File: src/gbg_pkg.sv
// shared constants, types and helper functions of the gaussian blur to gray block
// no dependencies; the interfaces, the cell and the top refer to this package by scoped names
package gbg_pkg;

  localparam int MAX_WIDTH   = 4096;
  localparam int MAX_HEIGHT  = 4096;
  localparam int MAX_RADIUS  = 7;
  localparam int TAP_BITS    = 16;

  localparam int RING_ROWS   = 3 * MAX_RADIUS + 1;
  localparam int KERNEL_LEN  = 2 * MAX_RADIUS + 1;
  localparam int COL_BITS    = $clog2(MAX_WIDTH);
  localparam int ROW_BITS    = $clog2(MAX_HEIGHT);
  localparam int DIM_BITS    = 13;
  localparam int RAD_BITS    = 3;
  localparam int TAPS_BITS   = 64;
  localparam int KIDX_BITS   = $clog2(KERNEL_LEN + 1);
  localparam int SLOT_BITS   = $clog2(RING_ROWS);
  localparam int ADDR_BITS   = SLOT_BITS + COL_BITS;
  localparam int RAM_DEPTH   = RING_ROWS * MAX_WIDTH;
  localparam int PIX_BITS    = 16;
  localparam int ONE_Q15     = 32768;
  localparam int PROD_BITS   = PIX_BITS + TAP_BITS;
  localparam int ACC_BITS    = PROD_BITS + $clog2(KERNEL_LEN + 1);
  localparam int LEAD_BITS   = $clog2(MAX_RADIUS * MAX_WIDTH + MAX_RADIUS + 2);
  localparam int GRAY_BITS   = 8;

  // row modulo ring size by reciprocal multiply, one correction step
  localparam int RECIP_SHIFT = ROW_BITS + 5;
  localparam int RECIP       = (1 << RECIP_SHIFT) / RING_ROWS;
  localparam int Q_BITS      = $clog2(MAX_HEIGHT / RING_ROWS + 1);
  localparam int QPROD_BITS  = ROW_BITS + RECIP_SHIFT;

  typedef enum logic [2:0] {
    REG_FRAME_WIDTH   = 3'd0,
    REG_FRAME_HEIGHT  = 3'd1,
    REG_BLUR_RADIUS   = 3'd2,
    REG_TAPS_LOW      = 3'd3,
    REG_TAPS_HIGH     = 3'd4,
    REG_INVERT_OUTPUT = 3'd5
  } cfg_reg_e;

  // partial vertical sum travelling along the cell chain
  typedef struct packed {
    logic                vld;
    logic [ACC_BITS-1:0] sum;
  } link_t;

  // position flags of one fetch in the kernel window
  typedef struct packed {
    logic                 first;
    logic                 last_row;
    logic                 last_all;
    logic [KIDX_BITS-1:0] dx;
  } fetch_tag_t;

  // round half up to q1.15 and saturate at one
  function automatic logic [PIX_BITS-1:0] normalize(logic [ACC_BITS-1:0] acc);
    logic [ACC_BITS:0] t;
    logic [ACC_BITS:0] v;
    t = {1'b0, acc} + (ACC_BITS+1)'(1 << (TAP_BITS - 1));
    v = t >> TAP_BITS;
    if (v > (ACC_BITS+1)'(ONE_Q15)) begin
      return PIX_BITS'(ONE_Q15);
    end
    return v[PIX_BITS-1:0];
  endfunction

  // weight of a kernel offset, offsets above seven weigh nothing
  function automatic logic [TAP_BITS-1:0] tap_at(logic [2*TAPS_BITS-1:0] taps,
                                                 logic [KIDX_BITS-1:0] off);
    if (off > KIDX_BITS'(7)) begin
      return '0;
    end
    return taps[off[2:0]*TAP_BITS +: TAP_BITS];
  endfunction

  // weight of kernel position j for radius r, zero past the window
  function automatic logic [TAP_BITS-1:0] kernel_weight(logic [2*TAPS_BITS-1:0] taps,
                                                        logic [RAD_BITS-1:0] r,
                                                        logic [KIDX_BITS-1:0] j);
    logic [KIDX_BITS-1:0] rr;
    logic [KIDX_BITS-1:0] off;
    rr  = KIDX_BITS'(r);
    off = (j >= rr) ? j - rr : rr - j;
    if (j > {rr[KIDX_BITS-2:0], 1'b0}) begin
      return '0;
    end
    return tap_at(taps, off);
  endfunction

endpackage

File: src/gbg_cell.sv
// one cell of the vertical kernel chain: holds a row result, adds its weighted term
// uses gbg_pkg for widths and the link type
module gbg_cell (
  input  logic                          clk_i,
  input  logic                          rst_ni,
  input  logic                          shift_i,
  input  logic [gbg_pkg::PIX_BITS-1:0]  h_i,
  output logic [gbg_pkg::PIX_BITS-1:0]  h_o,
  input  logic [gbg_pkg::TAP_BITS-1:0]  weight_i,
  input  gbg_pkg::link_t                link_i,
  output gbg_pkg::link_t                link_o
);

  logic [gbg_pkg::PIX_BITS-1:0]  h_q;
  logic [gbg_pkg::PROD_BITS-1:0] prod;
  gbg_pkg::link_t                link_q;

  // row results shift along the chain
  always_ff @(posedge clk_i or negedge rst_ni) begin
    if (!rst_ni) begin
      h_q <= '0;
    end else if (shift_i) begin
      h_q <= h_i;
    end
  end

  assign prod = gbg_pkg::PROD_BITS'(weight_i) * gbg_pkg::PROD_BITS'(h_q);

  // partial sum picks up this cell's term and moves on
  always_ff @(posedge clk_i or negedge rst_ni) begin
    if (!rst_ni) begin
      link_q <= '0;
    end else begin
      link_q.vld <= link_i.vld;
      link_q.sum <= link_i.sum + gbg_pkg::ACC_BITS'(prod);
    end
  end

  assign h_o    = h_q;
  assign link_o = link_q;

endmodule

File: config.mk
export PLATFORM = sky130hd
export DESIGN_NAME = gbg_cell
export DESIGN_NICKNAME = d
export VERILOG_FILES = /design/src/gbg_pkg.sv /design/src/gbg_cell.sv
export SDC_FILE = /design/constraint.sdc
export NUM_CORES = 1
export LEC_CHECK = 0
export ABC_AREA = 0
export ABC_CLOCK_PERIOD_IN_PS = 7050
export BUFFER_PORTS_ARGS = -buffer_cell sky130_fd_sc_hd__buf_4
export CORE_UTILIZATION = 40
export DETAILED_ROUTE_END_ITERATION = 6
export PLACE_DENSITY_LB_ADDON = 0.08
export SETUP_SLACK_MARGIN = 0.02
export SYNTH_ARGS = -nofsm -noshare
export SYNTH_HDL_FRONTEND = slang
export SYNTH_SLANG_ARGS = --single-unit
File: constraint.sdc
create_clock -name clk_i -period 7.05 [get_ports clk_i]
set_clock_uncertainty 0.15 [all_clocks]
set_input_delay 0 -clock clk_i [delete_from_list [all_inputs] [get_ports clk_i]]
set_output_delay 0 -clock clk_i [all_outputs]
set_load 0.02 [all_outputs]
==> flow_summary.toml <==
[cts]
cts.reportedPaths.clkPinSlew_ps = 100
clockBufferDepth = 2
cts_sinks = 53
clk-insertion-delay-late_ps = 330
cts.htree.levels = 2
cts_made_buffers = 5
cts-resized-gates = 0
total_setup_buffers_inserted_after_cts = 0
cts.root.buffer_cell = "clkbuf_16"
cts_tree = "yes"

[cells_and_area]
num_antenna_cells = 0
layout_common_cells = "inv_1, fa_1, nand2_1"
fin_cells = 1785
drive_above_1_share_pct = 11.85
nNetsFinal = 1808
layout.filler_cells = 2912
areaGrowthSynthToFinish_pct = 13.93
finish.utilization_pct = 46.33
layout.cells.most_common = "inv_1"

[sta]
hold_violations = 0
grt_setup_unrepaired = "false"
max_freq_mhz = 150.8
post-route-min-period_ps = 6630
setup_tns_ps = 0
worst_pin_slew_ps = 935.8
final-max-slew-violation-count = 0
setup_violations = 0
slew-limit-headroom_pct = 37.61
fraction_of_the_cycle_the_final_worst_path_needs_pct = 94.04
setup_ws_final_ps = 420.4

[route]
post_drt_via_cell_ratio = 4.976
remaining_design_rule_violation_count = 0
detailedRoute.firstIterationViolations = 428
vias = 8882
dr.pass1.iters = 5
ant_nets = 0
routed_wire_length_per_instance_um = 18.01
routed_wirelength_um = 32150

[die]
floorplan.die_area_um2 = 29870
std_cell_rows = 62
io_pins = 125
start_util_pct = 40.66
core_region_area_um2 = 28700
die_h_um = 172.8
die_width_um = 172.8

[yosys]
prevailing_post_synth_register_cell = "dfrtp_1"
post_synth_xor_area_fraction_pct = 1.726
synth_sequential_area_ratio_pct = 11.36
share_of_the_synthesized_area_in_compound_gates_ao_oa_aoi_oai_pct = 6.400
syn_area_um2 = 11670
synthCells = 1292
asyncSetResetFlopFracSynth_pct = 100.0
synth.area.mux_share_pct = 1.715
yosysWarnings = 0
synth_edf_count = 0
yosys.area_share.adder_pct = 50.56
synthesis.area_per_instance_um2 = 9.033
synth_fp_nets = 1700
synth_top_family_by_area = "adder cells"
ys_seq_elements = 53
post_synth_num_cell_types = 60
yosys.area_share.simple_pct = 16.02

[min_path]
holdCritPathClass = "input pin to register"
min_path_cells = 2

[global_route]
grt.total_usage_pct = 22.63
first_global_vias = 9240
number_of_antenna_violations_at_the_first_check_in_global_routing = 0
grt_pass1_wl_um = 51720
grt_remaining_overflow = 0
grt_max_degree = 54

[place]
place.gp.congestion = 0.8607
place.detailed.hpwl_um = 25860
placement.io_buffers = 124
pre_cts_slack_ps = 460.5
placed_cells_incl_taps = 1755

[worst_setup_path]
worst_ep_arrival_time_ps = 6660
worst-r2r-cell-count = 19
critical_path.startpoint_type = "register"
endpoint_kind = "register"
worstPathRequired_ps = 7080
worstSetupPathType = "register to register"
critPathMaxFanout = 18

[outcome]
run_status = "completed"

[flow_run]
maxCapViolations = 0
-- per-layer routing --
layer,track usage [%],wire length (um),up-vias
met4,7.559,937,0
met5,0,0,-
met3,1.847,835,39
met2,39.80,16880,164
li1,-,-,4092
met1,29.39,13500,4587
-- logic make-up (layout without fill, tap and decap cells) --
| group | after synthesis | count (layout) |
|---|---|---|
| multiplexers | 18 | 18 |
| AO/OA/AOI/OAI | 110 | 110 |
| flip-flops | 53 | 53 |
| buffers and inverters | 375 | 484 |
| adder cells (fa/ha/maj) | 336 | 336 |
| AND/OR/NAND/NOR | 377 | 377 |
| XOR/XNOR | 23 | 23 |
-- flip-flops by register name (all words and copies together), names as in the netlist --
signal and count:
link_o 37, h_o 16
-- worst paths after layout --
| kind | from | endpoint | slack, ps |
|---|---|---|---|
| setup reg to reg | h_o[8] | link_o[22] | 420 |
| min in group asynchronous | rst_ni | link_o[1] | 140 |
| hold reg to reg | h_o[4] | h_o[4] | 830 |
| max in group asynchronous | rst_ni | link_o[21] | 6110 |
| hold / removal | shift_i | h_o[0] | 4 |
| setup / recovery | h_o[8] | link_o[22] | 420 |
-- cell usage after synthesis, drive strengths merged (10+ instances only) --
cell    count  share of area (%)
a21oi      35                1.6
and2      120                6.4
buf        11               0.49
clkbuf     40                1.3
dfrtp      53                 11
fa        226                 39
ha        110                 12
inv       324                 10
mux2       16                1.5
nand2     168                5.4
nand3      10               0.43
nand4      10               0.59
nor2       30               0.99
o21ai      18               0.77
xnor2      14                1.1
-- cell type report --
type | count | area [um^2] | area share [%]
flip-flops and latches | 53 | 1326 | 9.975
well taps | 384 | 480.5 | 3.613
clock inverters | 3 | 33.78 | 0.2541
inverters | 324 | 1216 | 9.147
repair buffers | 152 | 1196 | 8.996
clock buffers | 5 | 125.1 | 0.9410
multi-input cells | 864 | 8919 | 67.07
-- worst max-delay path, cell delays in order, from the launching register on --
cell      delay [ps]
dfrtp_1          970
nand2_1          170
fa_1             550
inv_1             50
fa_1             500
inv_1             60
fa_1             550
inv_1             50
fa_1             450
fa_1             490
inv_1             50
fa_1             490
inv_1             50
ha_1             380
nand2_1          170
o21ai_0          100
a2111o_1         470
o31ai_1          380
nor2_1            70
a311oi_1         340
-- metrics by stage --
| stage | cell area (um^2) | hold slack, ps |
|---|---|---|
| final | 13300 | 4.346 |
| after global routing | 13300 | 8.709 |
| after CTS | 13300 | 0.1225 |
| after detailed placement | 12920 | -36.60 |
| after global placement | 12920 | -40.55 |
| after floorplan | 11670 | -445.6 |
-- timing repair --
action / 4_1_cts / 5_1_grt
endpoints found under the setup margin: 0 / 0
hold buffers: 22 / 0
hold endpoints to repair: 73 / 0
Power is left out: the tool's default activity adds up to more than one toggle a clock period on the data nets, which glitch-free logic cannot reach.
